**src/fur_pkg.sv**
```systemverilog
`default_nettype none

package fur_pkg;

    localparam int unsigned NOW_W      = 48;
    localparam int unsigned SEQ_W      = 32;
    localparam int unsigned IV_W       = 16;
    localparam int unsigned CFG_IDX_W  = 3;
    localparam int unsigned CFG_DATA_W = 16;
    localparam int unsigned S_DATA_W   = 104;
    localparam int unsigned S_USER_W   = 5;
    localparam int unsigned M_DATA_W   = 40;
    localparam int unsigned M_USER_W   = 3;

    localparam logic [15:0] RETRY_INTERVAL_RST = 16'd5010;
    localparam logic [15:0] INACT_TIMEOUT_RST  = 16'd9000;
    localparam logic [7:0]  BAD_FRAMES_RST     = 8'd51;
    localparam logic [7:0]  MAX_RETRY_RST      = 8'd51;
    localparam logic [15:0] MAX_DATA_RST       = 16'd8192;

    localparam logic [15:0] MD5_MIN_LEN = 16'd32;
    localparam logic [15:0] SEQ_HDR_LEN = 16'd4;

    typedef enum logic [1:0] {
        OP_START = 2'd0,
        OP_FRAME = 2'd1,
        OP_POLL  = 2'd2
    } op_t;

    typedef enum logic [1:0] {
        SS_OPENED    = 2'd0,
        SS_BAD_NAME  = 2'd1,
        SS_OPEN_FAIL = 2'd2
    } start_status_t;

    typedef enum logic [2:0] {
        FT_CANCEL = 3'd0,
        FT_MD5    = 3'd1,
        FT_GEOM   = 3'd2,
        FT_DATA   = 3'd3,
        FT_OTHER  = 3'd4
    } frame_type_t;

    typedef enum logic [1:0] {
        KIND_MD5  = 2'd0,
        KIND_GEOM = 2'd1,
        KIND_DATA = 2'd2
    } kind_t;

    typedef enum logic [2:0] {
        CMD_CANCEL   = 3'd0,
        CMD_MD5_REQ  = 3'd1,
        CMD_GEOM_REQ = 3'd2,
        CMD_DATA_REQ = 3'd3,
        CMD_RETRY    = 3'd4,
        CMD_COMPLETE = 3'd5,
        CMD_CONSOLE  = 3'd6
    } cmd_t;

    typedef enum logic [3:0] {
        MSG_BAD_NAME      = 4'd0,
        MSG_OPEN_FAIL     = 4'd1,
        MSG_REMOTE_CANCEL = 4'd2,
        MSG_TIMEOUT       = 4'd3,
        MSG_TOO_MANY      = 4'd4,
        MSG_WRITE_ERROR   = 4'd5,
        MSG_NEED_RETRY    = 4'd6,
        MSG_FINALIZE_FAIL = 4'd7,
        MSG_SUCCESS       = 4'd8,
        MSG_OK            = 4'd9,
        MSG_NONE          = 4'd10
    } msg_t;

    typedef enum logic [2:0] {
        CFG_RETRY_INTERVAL = 3'd0,
        CFG_INACT_TIMEOUT  = 3'd1,
        CFG_BAD_FRAMES     = 3'd2,
        CFG_MAX_RETRY      = 3'd3,
        CFG_MAX_DATA       = 3'd4
    } cfg_idx_t;

    typedef enum logic [2:0] {
        ST_IDLE,
        ST_EXEC,
        ST_DIV,
        ST_FIX,
        ST_SEND
    } state_t;

    typedef struct packed {
        cmd_t              cmd;
        msg_t              msg;
        logic [SEQ_W-1:0]  seq;
        logic              rel;
    } res_t;

    function automatic res_t mk_res(cmd_t cmd, msg_t msg, logic [SEQ_W-1:0] seq, logic rel);
        res_t r;
        r.cmd = cmd;
        r.msg = msg;
        r.seq = seq;
        r.rel = rel;
        return r;
    endfunction

    function automatic logic [7:0] sat_inc(logic [7:0] x);
        return (x == 8'hFF) ? x : x + 8'd1;
    endfunction

endpackage

`default_nettype wire

```
**src/fur_rem.sv**
```systemverilog
`default_nettype none

module fur_rem #(
    parameter int unsigned TIME_BITS = 48
) (
    input  wire logic                        aclk,
    input  wire logic                        aresetn,
    input  wire logic                        start,
    input  wire logic [TIME_BITS-1:0]        dividend,
    input  wire logic [fur_pkg::IV_W-1:0]    divisor,
    output logic                             done,
    output logic [fur_pkg::IV_W-1:0]         rem
);
    import fur_pkg::*;

    localparam int unsigned CNT_W = $clog2(TIME_BITS + 1);

    logic                 busy_reg, busy_next;
    logic [CNT_W-1:0]     cnt_reg, cnt_next;
    logic [TIME_BITS-1:0] dvd_reg, dvd_next;
    logic [IV_W-1:0]      div_reg, div_next;
    logic [IV_W-1:0]      rem_reg, rem_next;
    logic [IV_W:0]        shifted;

    // one quotient bit per cycle, restoring form
    always_comb begin
        busy_next = busy_reg;
        cnt_next  = cnt_reg;
        dvd_next  = dvd_reg;
        div_next  = div_reg;
        rem_next  = rem_reg;
        shifted   = {rem_reg, dvd_reg[TIME_BITS-1]};
        if (start) begin
            busy_next = 1'b1;
            cnt_next  = CNT_W'(TIME_BITS);
            dvd_next  = dividend;
            div_next  = divisor;
            rem_next  = '0;
        end else if (busy_reg) begin
            if (cnt_reg != '0) begin
                if (shifted >= {1'b0, div_reg}) begin
                    rem_next = IV_W'(shifted - {1'b0, div_reg});
                end else begin
                    rem_next = shifted[IV_W-1:0];
                end
                dvd_next = {dvd_reg[TIME_BITS-2:0], 1'b0};
                cnt_next = cnt_reg - CNT_W'(1);
            end else begin
                busy_next = 1'b0;
            end
        end
    end

    always_ff @(posedge aclk) begin
        if (!aresetn) begin
            busy_reg <= 1'b0;
            cnt_reg  <= '0;
        end else begin
            busy_reg <= busy_next;
            cnt_reg  <= cnt_next;
        end
        dvd_reg <= dvd_next;
        div_reg <= div_next;
        rem_reg <= rem_next;
    end

    assign done = busy_reg && (cnt_reg == '0);
    assign rem  = rem_reg;

    a_rem_below_div: assert property (@(posedge aclk) disable iff (!aresetn)
        done |-> (rem_reg < div_reg))
        else $error("remainder not below divisor");

    a_no_restart: assert property (@(posedge aclk) disable iff (!aresetn)
        start |-> !busy_reg)
        else $error("remainder unit started while busy");

    a_stays_busy: assert property (@(posedge aclk) disable iff (!aresetn)
        (busy_reg && cnt_reg != '0 && !start) |=> busy_reg)
        else $error("remainder unit dropped busy early");

endmodule

`default_nettype wire

```
**src/file_upload_receiver_top.sv**
```systemverilog
// File upload receiver: control sequencing of a host-to-device upload.
// Input words arrive on s_*: tuser carries op and frame type, tdata the time,
// start outcome, firmware flag, payload length, sequence word and host flags.
// Each input word causes zero, one or two result words on m_*; tuser is the
// command, tdata the message, sequence and release flag, tlast marks the
// final result of that input.
// Configuration is a plain write port (cfg_we, cfg_addr, cfg_wdata); the user
// must see that it is written only while the block is idle (not enforced).
// Timing: s_tready is high only in the idle state. A start, frame or quiet
// poll is captured in the idle state and decided in the exec state; then each
// result word is sent as it is accepted downstream. A poll that fires a timed
// retry also realigns the next retry time through the serial remainder unit
// (states DIV then FIX), one remainder bit per cycle.
// If m_tready is low the result word holds and no new input is taken.
// Reset (aresetn low, synchronous) loads the default configuration and
// leaves the block inactive; no clearing pass is needed.
`default_nettype none

module file_upload_receiver_top #(
    parameter int unsigned TIME_BITS = 48,
    parameter int unsigned SEQ_BITS  = 32
) (
    input  wire logic                            aclk,
    input  wire logic                            aresetn,
    input  wire logic                            s_tvalid,
    output logic                                 s_tready,
    // now_ms, start_status, is_firmware, payload_len, seq_word, write_ok, finalize_ok
    input  wire logic [fur_pkg::S_DATA_W-1:0]    s_tdata,
    // op, frame_type
    input  wire logic [fur_pkg::S_USER_W-1:0]    s_tuser,
    output logic                                 m_tvalid,
    input  wire logic                            m_tready,
    // message, sequence_res, release_owner
    output logic [fur_pkg::M_DATA_W-1:0]         m_tdata,
    // command
    output logic [fur_pkg::M_USER_W-1:0]         m_tuser,
    output logic                                 m_tlast,
    input  wire logic                            cfg_we,
    input  wire logic [fur_pkg::CFG_IDX_W-1:0]   cfg_addr,
    input  wire logic [fur_pkg::CFG_DATA_W-1:0]  cfg_wdata
);
    import fur_pkg::*;

    // configuration
    logic [15:0] retry_iv_reg, timeout_reg, max_data_reg;
    logic [7:0]  bad_per_cycle_reg, max_retry_reg;

    // captured input word
    logic [1:0]       op_reg;
    logic [NOW_W-1:0] now_in_reg;
    logic [1:0]       status_reg;
    logic             is_fw_reg;
    logic [2:0]       ftype_reg;
    logic [15:0]      len_reg;
    logic [SEQ_W-1:0] seqw_reg;
    logic             write_ok_reg, fin_ok_reg;

    // upload state
    state_t               state_reg, state_next;
    logic                 active_reg, active_next;
    kind_t                kind_reg, kind_next;
    logic                 fw_reg, fw_next;
    logic [SEQ_BITS-1:0]  rseq_reg, rseq_next;
    logic [SEQ_BITS-1:0]  total_reg, total_next;
    logic [7:0]           bad_reg, bad_next;
    logic [7:0]           retry_reg, retry_next;
    logic [TIME_BITS-1:0] last_act_reg, last_act_next;
    logic [TIME_BITS-1:0] nrt_reg, nrt_next;

    // result slots
    res_t res0_reg, res0_next, res1_reg, res1_next;
    logic two_reg, two_next;
    logic idx_reg, idx_next;

    logic                 s_acc, m_acc;
    logic [TIME_BITS-1:0] now_t, iv_t;
    logic [IV_W-1:0]      iv;
    logic                 rem_start, rem_done;
    logic [IV_W-1:0]      rem;
    res_t                 cur;

    assign s_acc = s_tvalid && s_tready;
    assign m_acc = m_tvalid && m_tready;
    assign now_t = TIME_BITS'(now_in_reg);
    assign iv    = (retry_iv_reg == '0) ? IV_W'(1) : retry_iv_reg;
    assign iv_t  = TIME_BITS'(iv);

    always_ff @(posedge aclk) begin
        if (!aresetn) begin
            retry_iv_reg      <= RETRY_INTERVAL_RST;
            timeout_reg       <= INACT_TIMEOUT_RST;
            bad_per_cycle_reg <= BAD_FRAMES_RST;
            max_retry_reg     <= MAX_RETRY_RST;
            max_data_reg      <= MAX_DATA_RST;
        end else if (cfg_we) begin
            unique case (cfg_addr)
                CFG_RETRY_INTERVAL: retry_iv_reg      <= cfg_wdata;
                CFG_INACT_TIMEOUT:  timeout_reg       <= cfg_wdata;
                CFG_BAD_FRAMES:     bad_per_cycle_reg <= cfg_wdata[7:0];
                CFG_MAX_RETRY:      max_retry_reg     <= cfg_wdata[7:0];
                CFG_MAX_DATA:       max_data_reg      <= cfg_wdata;
                default: ;
            endcase
        end
    end

    always_ff @(posedge aclk) begin
        if (s_acc) begin
            op_reg       <= s_tuser[1:0];
            ftype_reg    <= s_tuser[4:2];
            now_in_reg   <= s_tdata[47:0];
            status_reg   <= s_tdata[49:48];
            is_fw_reg    <= s_tdata[50];
            len_reg      <= s_tdata[66:51];
            seqw_reg     <= s_tdata[98:67];
            write_ok_reg <= s_tdata[99];
            fin_ok_reg   <= s_tdata[100];
        end
    end

    fur_rem #(
        .TIME_BITS (TIME_BITS)
    ) u_rem (
        .aclk     (aclk),
        .aresetn  (aresetn),
        .start    (rem_start),
        .dividend (now_t - nrt_reg),
        .divisor  (iv),
        .done     (rem_done),
        .rem      (rem)
    );

    always_comb begin
        logic       md5_ok, geom_ok, data_ok;
        logic [7:0] bad_inc, retry_inc;
        logic       emit_any;

        state_next    = state_reg;
        active_next   = active_reg;
        kind_next     = kind_reg;
        fw_next       = fw_reg;
        rseq_next     = rseq_reg;
        total_next    = total_reg;
        bad_next      = bad_reg;
        retry_next    = retry_reg;
        last_act_next = last_act_reg;
        nrt_next      = nrt_reg;
        res0_next     = res0_reg;
        res1_next     = res1_reg;
        two_next      = two_reg;
        idx_next      = idx_reg;
        rem_start     = 1'b0;
        emit_any      = 1'b0;

        md5_ok  = (kind_reg == KIND_MD5) && (ftype_reg == FT_MD5) && (len_reg >= MD5_MIN_LEN);
        geom_ok = (kind_reg == KIND_GEOM) && (ftype_reg == FT_GEOM) && (len_reg >= SEQ_HDR_LEN);
        data_ok = (kind_reg == KIND_DATA) && (ftype_reg == FT_DATA) &&
                  (len_reg >= SEQ_HDR_LEN) &&
                  ({1'b0, len_reg} <= ({1'b0, max_data_reg} + 17'(SEQ_HDR_LEN))) &&
                  (seqw_reg == SEQ_W'(rseq_reg));
        bad_inc   = sat_inc(bad_reg);
        retry_inc = sat_inc(retry_reg);

        unique case (state_reg)
            ST_IDLE: begin
                if (s_acc) begin
                    state_next = ST_EXEC;
                end
            end
            ST_EXEC: begin
                two_next = 1'b0;
                idx_next = 1'b0;
                case (op_reg)
                    OP_START: begin
                        if (status_reg == SS_BAD_NAME) begin
                            res0_next   = mk_res(CMD_CANCEL, MSG_BAD_NAME, '0, 1'b1);
                            emit_any    = 1'b1;
                            active_next = 1'b0;
                        end else if (status_reg != SS_OPENED) begin
                            res0_next   = mk_res(CMD_CANCEL, MSG_OPEN_FAIL, '0, 1'b1);
                            emit_any    = 1'b1;
                            active_next = 1'b0;
                        end else begin
                            fw_next       = is_fw_reg;
                            kind_next     = KIND_MD5;
                            rseq_next     = SEQ_BITS'(1);
                            total_next    = '0;
                            bad_next      = '0;
                            retry_next    = '0;
                            last_act_next = now_t;
                            nrt_next      = now_t + iv_t;
                            active_next   = 1'b1;
                        end
                    end
                    OP_FRAME: begin
                        if (active_reg) begin
                            last_act_next = now_t;
                            nrt_next      = now_t + iv_t;
                            emit_any      = 1'b1;
                            if (ftype_reg == FT_CANCEL) begin
                                res0_next   = mk_res(CMD_CANCEL, MSG_REMOTE_CANCEL, '0, 1'b1);
                                active_next = 1'b0;
                            end else if (md5_ok) begin
                                res0_next  = mk_res(CMD_GEOM_REQ, MSG_NONE, '0, 1'b0);
                                kind_next  = KIND_GEOM;
                                bad_next   = '0;
                                retry_next = '0;
                            end else if (geom_ok) begin
                                total_next = SEQ_BITS'(seqw_reg);
                                rseq_next  = SEQ_BITS'(1);
                                res0_next  = mk_res(CMD_DATA_REQ, MSG_NONE, SEQ_W'(1), 1'b0);
                                kind_next  = KIND_DATA;
                                bad_next   = '0;
                                retry_next = '0;
                            end else if (data_ok) begin
                                if (!write_ok_reg) begin
                                    res0_next = mk_res(CMD_RETRY, MSG_WRITE_ERROR, '0, 1'b0);
                                end else begin
                                    bad_next   = '0;
                                    retry_next = '0;
                                    if (rseq_reg >= total_reg) begin
                                        res0_next   = mk_res(CMD_COMPLETE, MSG_OK, '0, 1'b0);
                                        two_next    = 1'b1;
                                        active_next = 1'b0;
                                        if (fw_reg && !fin_ok_reg) begin
                                            res1_next = mk_res(CMD_CANCEL, MSG_FINALIZE_FAIL,
                                                               '0, 1'b1);
                                        end else begin
                                            res1_next = mk_res(CMD_CONSOLE, MSG_SUCCESS, '0, 1'b1);
                                        end
                                    end else begin
                                        rseq_next = rseq_reg + SEQ_BITS'(1);
                                        res0_next = mk_res(CMD_DATA_REQ, MSG_NONE,
                                                           SEQ_W'(rseq_reg + SEQ_BITS'(1)), 1'b0);
                                    end
                                end
                            end else begin
                                // unexpected frame: reissue the current request now and then
                                if (bad_inc < bad_per_cycle_reg) begin
                                    bad_next = bad_inc;
                                    emit_any = 1'b0;
                                end else begin
                                    bad_next   = '0;
                                    retry_next = retry_inc;
                                    case (kind_reg)
                                        KIND_MD5:  res0_next = mk_res(CMD_MD5_REQ, MSG_NONE,
                                                                      '0, 1'b0);
                                        KIND_GEOM: res0_next = mk_res(CMD_GEOM_REQ, MSG_NONE,
                                                                      '0, 1'b0);
                                        default:   res0_next = mk_res(CMD_DATA_REQ, MSG_NONE,
                                                                      SEQ_W'(rseq_reg), 1'b0);
                                    endcase
                                    if (retry_inc >= max_retry_reg) begin
                                        res1_next   = mk_res(CMD_CANCEL, MSG_TOO_MANY, '0, 1'b1);
                                        two_next    = 1'b1;
                                        active_next = 1'b0;
                                    end
                                end
                            end
                        end
                    end
                    OP_POLL: begin
                        if (active_reg) begin
                            if ((now_t - last_act_reg) > TIME_BITS'(timeout_reg)) begin
                                res0_next   = mk_res(CMD_CANCEL, MSG_TIMEOUT, '0, 1'b1);
                                emit_any    = 1'b1;
                                active_next = 1'b0;
                            end else if (now_t >= nrt_reg) begin
                                res0_next  = mk_res(CMD_RETRY, MSG_NEED_RETRY, '0, 1'b0);
                                emit_any   = 1'b1;
                                retry_next = retry_inc;
                                rem_start  = 1'b1;
                                if (retry_inc >= max_retry_reg) begin
                                    res1_next   = mk_res(CMD_CANCEL, MSG_TOO_MANY, '0, 1'b1);
                                    two_next    = 1'b1;
                                    active_next = 1'b0;
                                end
                            end
                        end
                    end
                    default: ;
                endcase
                if (rem_start) begin
                    state_next = ST_DIV;
                end else if (emit_any) begin
                    state_next = ST_SEND;
                end else begin
                    state_next = ST_IDLE;
                end
            end
            ST_DIV: begin
                if (rem_done) begin
                    state_next = ST_FIX;
                end
            end
            ST_FIX: begin
                // next retry lands on the first period boundary after now
                nrt_next   = now_t - TIME_BITS'(rem) + iv_t;
                state_next = ST_SEND;
            end
            ST_SEND: begin
                if (m_acc) begin
                    if (two_reg && !idx_reg) begin
                        idx_next = 1'b1;
                    end else begin
                        state_next = ST_IDLE;
                    end
                end
            end
            default: state_next = ST_IDLE;
        endcase
    end

    always_ff @(posedge aclk) begin
        if (!aresetn) begin
            state_reg    <= ST_IDLE;
            active_reg   <= 1'b0;
            kind_reg     <= KIND_MD5;
            fw_reg       <= 1'b0;
            rseq_reg     <= SEQ_BITS'(1);
            total_reg    <= '0;
            bad_reg      <= '0;
            retry_reg    <= '0;
            last_act_reg <= '0;
            nrt_reg      <= '0;
            two_reg      <= 1'b0;
            idx_reg      <= 1'b0;
        end else begin
            state_reg    <= state_next;
            active_reg   <= active_next;
            kind_reg     <= kind_next;
            fw_reg       <= fw_next;
            rseq_reg     <= rseq_next;
            total_reg    <= total_next;
            bad_reg      <= bad_next;
            retry_reg    <= retry_next;
            last_act_reg <= last_act_next;
            nrt_reg      <= nrt_next;
            two_reg      <= two_next;
            idx_reg      <= idx_next;
        end
        res0_reg <= res0_next;
        res1_reg <= res1_next;
    end

    assign cur      = idx_reg ? res1_reg : res0_reg;
    assign s_tready = (state_reg == ST_IDLE);
    assign m_tvalid = (state_reg == ST_SEND);
    assign m_tuser  = cur.cmd;
    assign m_tdata  = {3'b000, cur.rel, cur.seq, cur.msg};
    assign m_tlast  = !two_reg || idx_reg;

    a_one_side: assert property (@(posedge aclk) disable iff (!aresetn)
        !(s_tready && m_tvalid))
        else $error("input taken while a result word is pending");

    a_rel_last: assert property (@(posedge aclk) disable iff (!aresetn)
        (m_tvalid && cur.rel) |-> m_tlast)
        else $error("release on a word that is not the last one");

    a_rel_ends: assert property (@(posedge aclk) disable iff (!aresetn)
        (m_tvalid && cur.rel) |-> !active_reg)
        else $error("release while upload still active");

    a_fix_after_div: assert property (@(posedge aclk) disable iff (!aresetn)
        (state_reg == ST_FIX) |-> ($past(state_reg) == ST_DIV && $past(rem_done)))
        else $error("retry realignment without a finished remainder");

endmodule

`default_nettype wire

```
**config.mk**
```make
export PLATFORM = sky130hd
export DESIGN_NAME = file_upload_receiver_top
export DESIGN_NICKNAME = d
export VERILOG_FILES = /design/src/fur_pkg.sv /design/src/fur_rem.sv /design/src/file_upload_receiver_top.sv
export SDC_FILE = /design/constraint.sdc
export NUM_CORES = 2
export LEC_CHECK = 0
export BUFFER_PORTS_ARGS = -buffer_cell sky130_fd_sc_hd__buf_2
export CORE_ASPECT_RATIO = 0.5
export CORE_MARGIN = 1.5
export CORE_UTILIZATION = 30
export CTS_CLUSTER_SIZE = 14
export DETAILED_ROUTE_END_ITERATION = 8
export SLEW_MARGIN = 25
export SYNTH_ARGS = -nofsm -noshare
export SYNTH_HDL_FRONTEND = slang
export SYNTH_SLANG_ARGS = --single-unit
```
**constraint.sdc**
```tcl
create_clock -name aclk -period 16.44 [get_ports aclk]
set_clock_uncertainty 0.2 [all_clocks]
set_input_delay 0.822 -clock aclk [delete_from_list [all_inputs] [get_ports aclk]]
set_output_delay 0.822 -clock aclk [all_outputs]
set_load 0.01 [all_outputs]
```
==> flow_summary.toml <==
[drt]
via_per_inst = 5.23
ant_nets = 0
drt_wl_total_um = 105000
routedWlPerCell_um = 17.8
routed-via-count = 31000
wl_met1_um = 49900
drcViolationCount = 0
dr.pass1.iters = 6
wl_met2_um = 47600
wl_met3_um = 5910
routed.top_layer = "met5"
first_iter_violations = 2563

[sta]
fmax_mhz = 123
finalCritPeriodShare = 0.495
setup-violations-final = 0
hold_violations = 0
slew_violations = 0
tns_ns = 0
max_slew_margin = 0.247
setup_ws_ns = 8.29
whs_ns = 0.149
timing.final.crit_period_ns = 8.15
grt_setup_unrepaired = "false"
worst_slew_pin_slew_ns = 1.12

[synth]
synth_flop_cell = "dfxtp_1"
synth.largest_area_cell = "edfxtp_1"
synthArstFlopShare = 0
synth_edf_count = 250
yosysWarnings = 0
ys_ff_latch = 522
avgSynthCellArea_um2 = 8.43
synth_cell_types = 95
synth_top_area_frac = 0.210
synthesis.area_um2 = 35700
yosysMostFrequentCell = "nand2_1"
synthTopCellsByArea = "edfxtp_1 21%, dfxtp_1 15%, ha_1 10%, a21oi_1 6.1%, nand2_1 5.5%"
synth_seq_area_share = 0.363
synth_common_cells = "522 x nand2_1, 436 x a21oi_1, 353 x inv_1, 293 x ha_1, 288 x nor2_1"
syn_inst = 4234

[pwr]
seqPwrFrac = 0.433
p_leak_nw = 15.2
p_sw_mw = 1.01
peakVddDrop_mv = 0.0778
swShare = 0.303
intPower_mw = 2.32
p_comb_frac = 0.196
powerDensity_nw_per_um2 = 84.1
pwr-share-clk = 0.371

[floorplanning]
rows = 89
chipWidth_um = 491
die_area_um2 = 121000
core_area_um2 = 118000
die_height_um = 247
io_pins = 179
initial_core_util = 0.302

[place]
routabilityCongestion = 0.942
portBuffers = 172
hpwl_um = 78800
pre_cts_ws_ns = 8.52
dp_cells = 5825

[clocking]
clk_pin_slew_ns = 0.07
clock-sinks = 522
cts_tree = "yes"
clock-root-buffer = "clkbuf_16"
clk_path_buf_depth = 3
cts_setup_buffers = 0
cts_max_level = 2
post_cts_resized = 0
cts_made_buffers = 49
clock_latency_ns = 0.64
hold_buffers = 0

[status]
status = "finished, final reports clean"

[worst_hold_path]
min-delay-start = "s_tdata[99]"
hp-class = "input pin to flip-flop"

[final_layout]
post_layout_nonfiller_instances = 5919
layout.nets = 4730
drive_above_1_share = 0.0869
fill_cells = 12300
area_growth_pct = 11.2
post-route-util = 0.336

[setup_path]
required_ns = 16.52
worstSetupStartpointType = "flip-flop"
cp-startpoint = "now_in_reg[0]$_DFFE_PP_"
cp-end-kind = "flip-flop"
crit_arrival_ns = 8.22
r2r_start = "now_in_reg[0]$_DFFE_PP_"
critPathMaxFanout = 40
critical_path_class = "flip-flop to flip-flop"

[global_route]
grt_antenna_before_repair = 6
overflow = 0
grt_max_degree = 92
grt_pass1_vias = 28800
grtUsageTotal = 0.167
grt_pass1_wl_um = 163000

[flow_run]
max_cap_violations = 0
-- layer usage --
metal,vias up,global-route usage
met5,-,0
met4,2,0.0346
met3,154,0.0213
met2,899,0.272
met1,14800,0.236
li1,15100,-
-- cell type report --
| class | instances | area, um2 | area share |
|---|---|---|---|
| tap | 1592 | 1990 | 0.0502 |
| clock buffer | 70 | 1340 | 0.0337 |
| sequential | 522 | 13000 | 0.327 |
| antenna | 2 | 5.00 | 0.000126 |
| multi-input combinational | 3160 | 20700 | 0.521 |
| inverter | 354 | 1330 | 0.0336 |
| timing repair buffer | 197 | 1050 | 0.0264 |
| clock inverter | 22 | 328 | 0.00826 |
-- per-stage QoR --
step	power (mW)	instance area (um2)
2_1_floorplan	1.93	35700
3_3_place_gp	2.11	38000
3_5_place_dp	2.12	38000
4_1_cts	3.36	39600
5_1_grt	3.49	39700
6_report	3.34	39700
-- critical path, stage by stage, from the launching register on --
cell and delay [ns]:
edfxtp_1 0.46, inv_1 0.15, ha_1 0.19, inv_1 0.06, fa_1 0.41, a211o_1 0.31, a211o_1 0.37, a211oi_4 0.41
o21ai_0 0.19, xor2_1 0.18, ha_1 0.29, nand4_1 0.14, nor2_1 0.08, nand3_1 0.11, a21oi_1 0.07, nor4_1 0.57
o211a_1 0.30, and4b_1 0.19, nand4_1 0.11, nor4_2 0.96, nand4b_1 0.68, and2_1 0.40, nand2b_1 0.18, a211oi_4 0.21
buf_4 0.49
-- cells in the final DEF, fill, tap and decap left out, types with 40 or more instances in the layout --
| cell type | n |
|---|---|
| edfxtp_1 | 250 |
| a21oi_1 | 436 |
| nor3_1 | 54 |
| ha_1 | 293 |
| dfxtp_1 | 271 |
| nand2_1 | 519 |
| clkbuf_16 | 50 |
| mux2_2 | 47 |
| and2_1 | 53 |
| nor2_1 | 287 |
| buf_2 | 172 |
| nand4_1 | 86 |
| o21ai_1 | 40 |
| a21o_1 | 113 |
| nand3_1 | 155 |
| o21ai_0 | 199 |
| inv_1 | 353 |
| xnor2_1 | 148 |
| xor2_1 | 72 |
-- power by group through the flow --
stage / logic, mW / clock network [mW] / registers, mW
floorplan: 0.485 / 0 / 1.45
global placement: 0.632 / 0 / 1.47
detailed placement: 0.642 / 0 / 1.47
CTS: 0.647 / 1.26 / 1.45
global route: 0.729 / 1.32 / 1.45
finish: 0.655 / 1.24 / 1.44
-- final timing paths --
kind	endpoint	slack (ns)	cells after the start
hold / removal	write_ok_reg$_DFFE_PP_	0.15	1
setup reg to reg	res1_reg[16]$_DFFE_PP_	8.29	24
hold reg to reg	total_reg[28]$_SDFFE_PN0P_	0.25	2
setup / recovery	res1_reg[16]$_DFFE_PP_	8.29	24
-- kinds of logic after synthesis --
group,Yosys count,share of synthesized area
adder cells (fa/ha/maj),313,0.114
AO/OA/AOI/OAI,1119,0.194
multiplexers,72,0.0220
buffers and inverters,554,0.0601
flip-flops,522,0.363
XOR/XNOR,220,0.0540
AND/OR/NAND/NOR,1433,0.193
other,1,0.000105
Note: power is estimated with default switching activity, not from simulation.
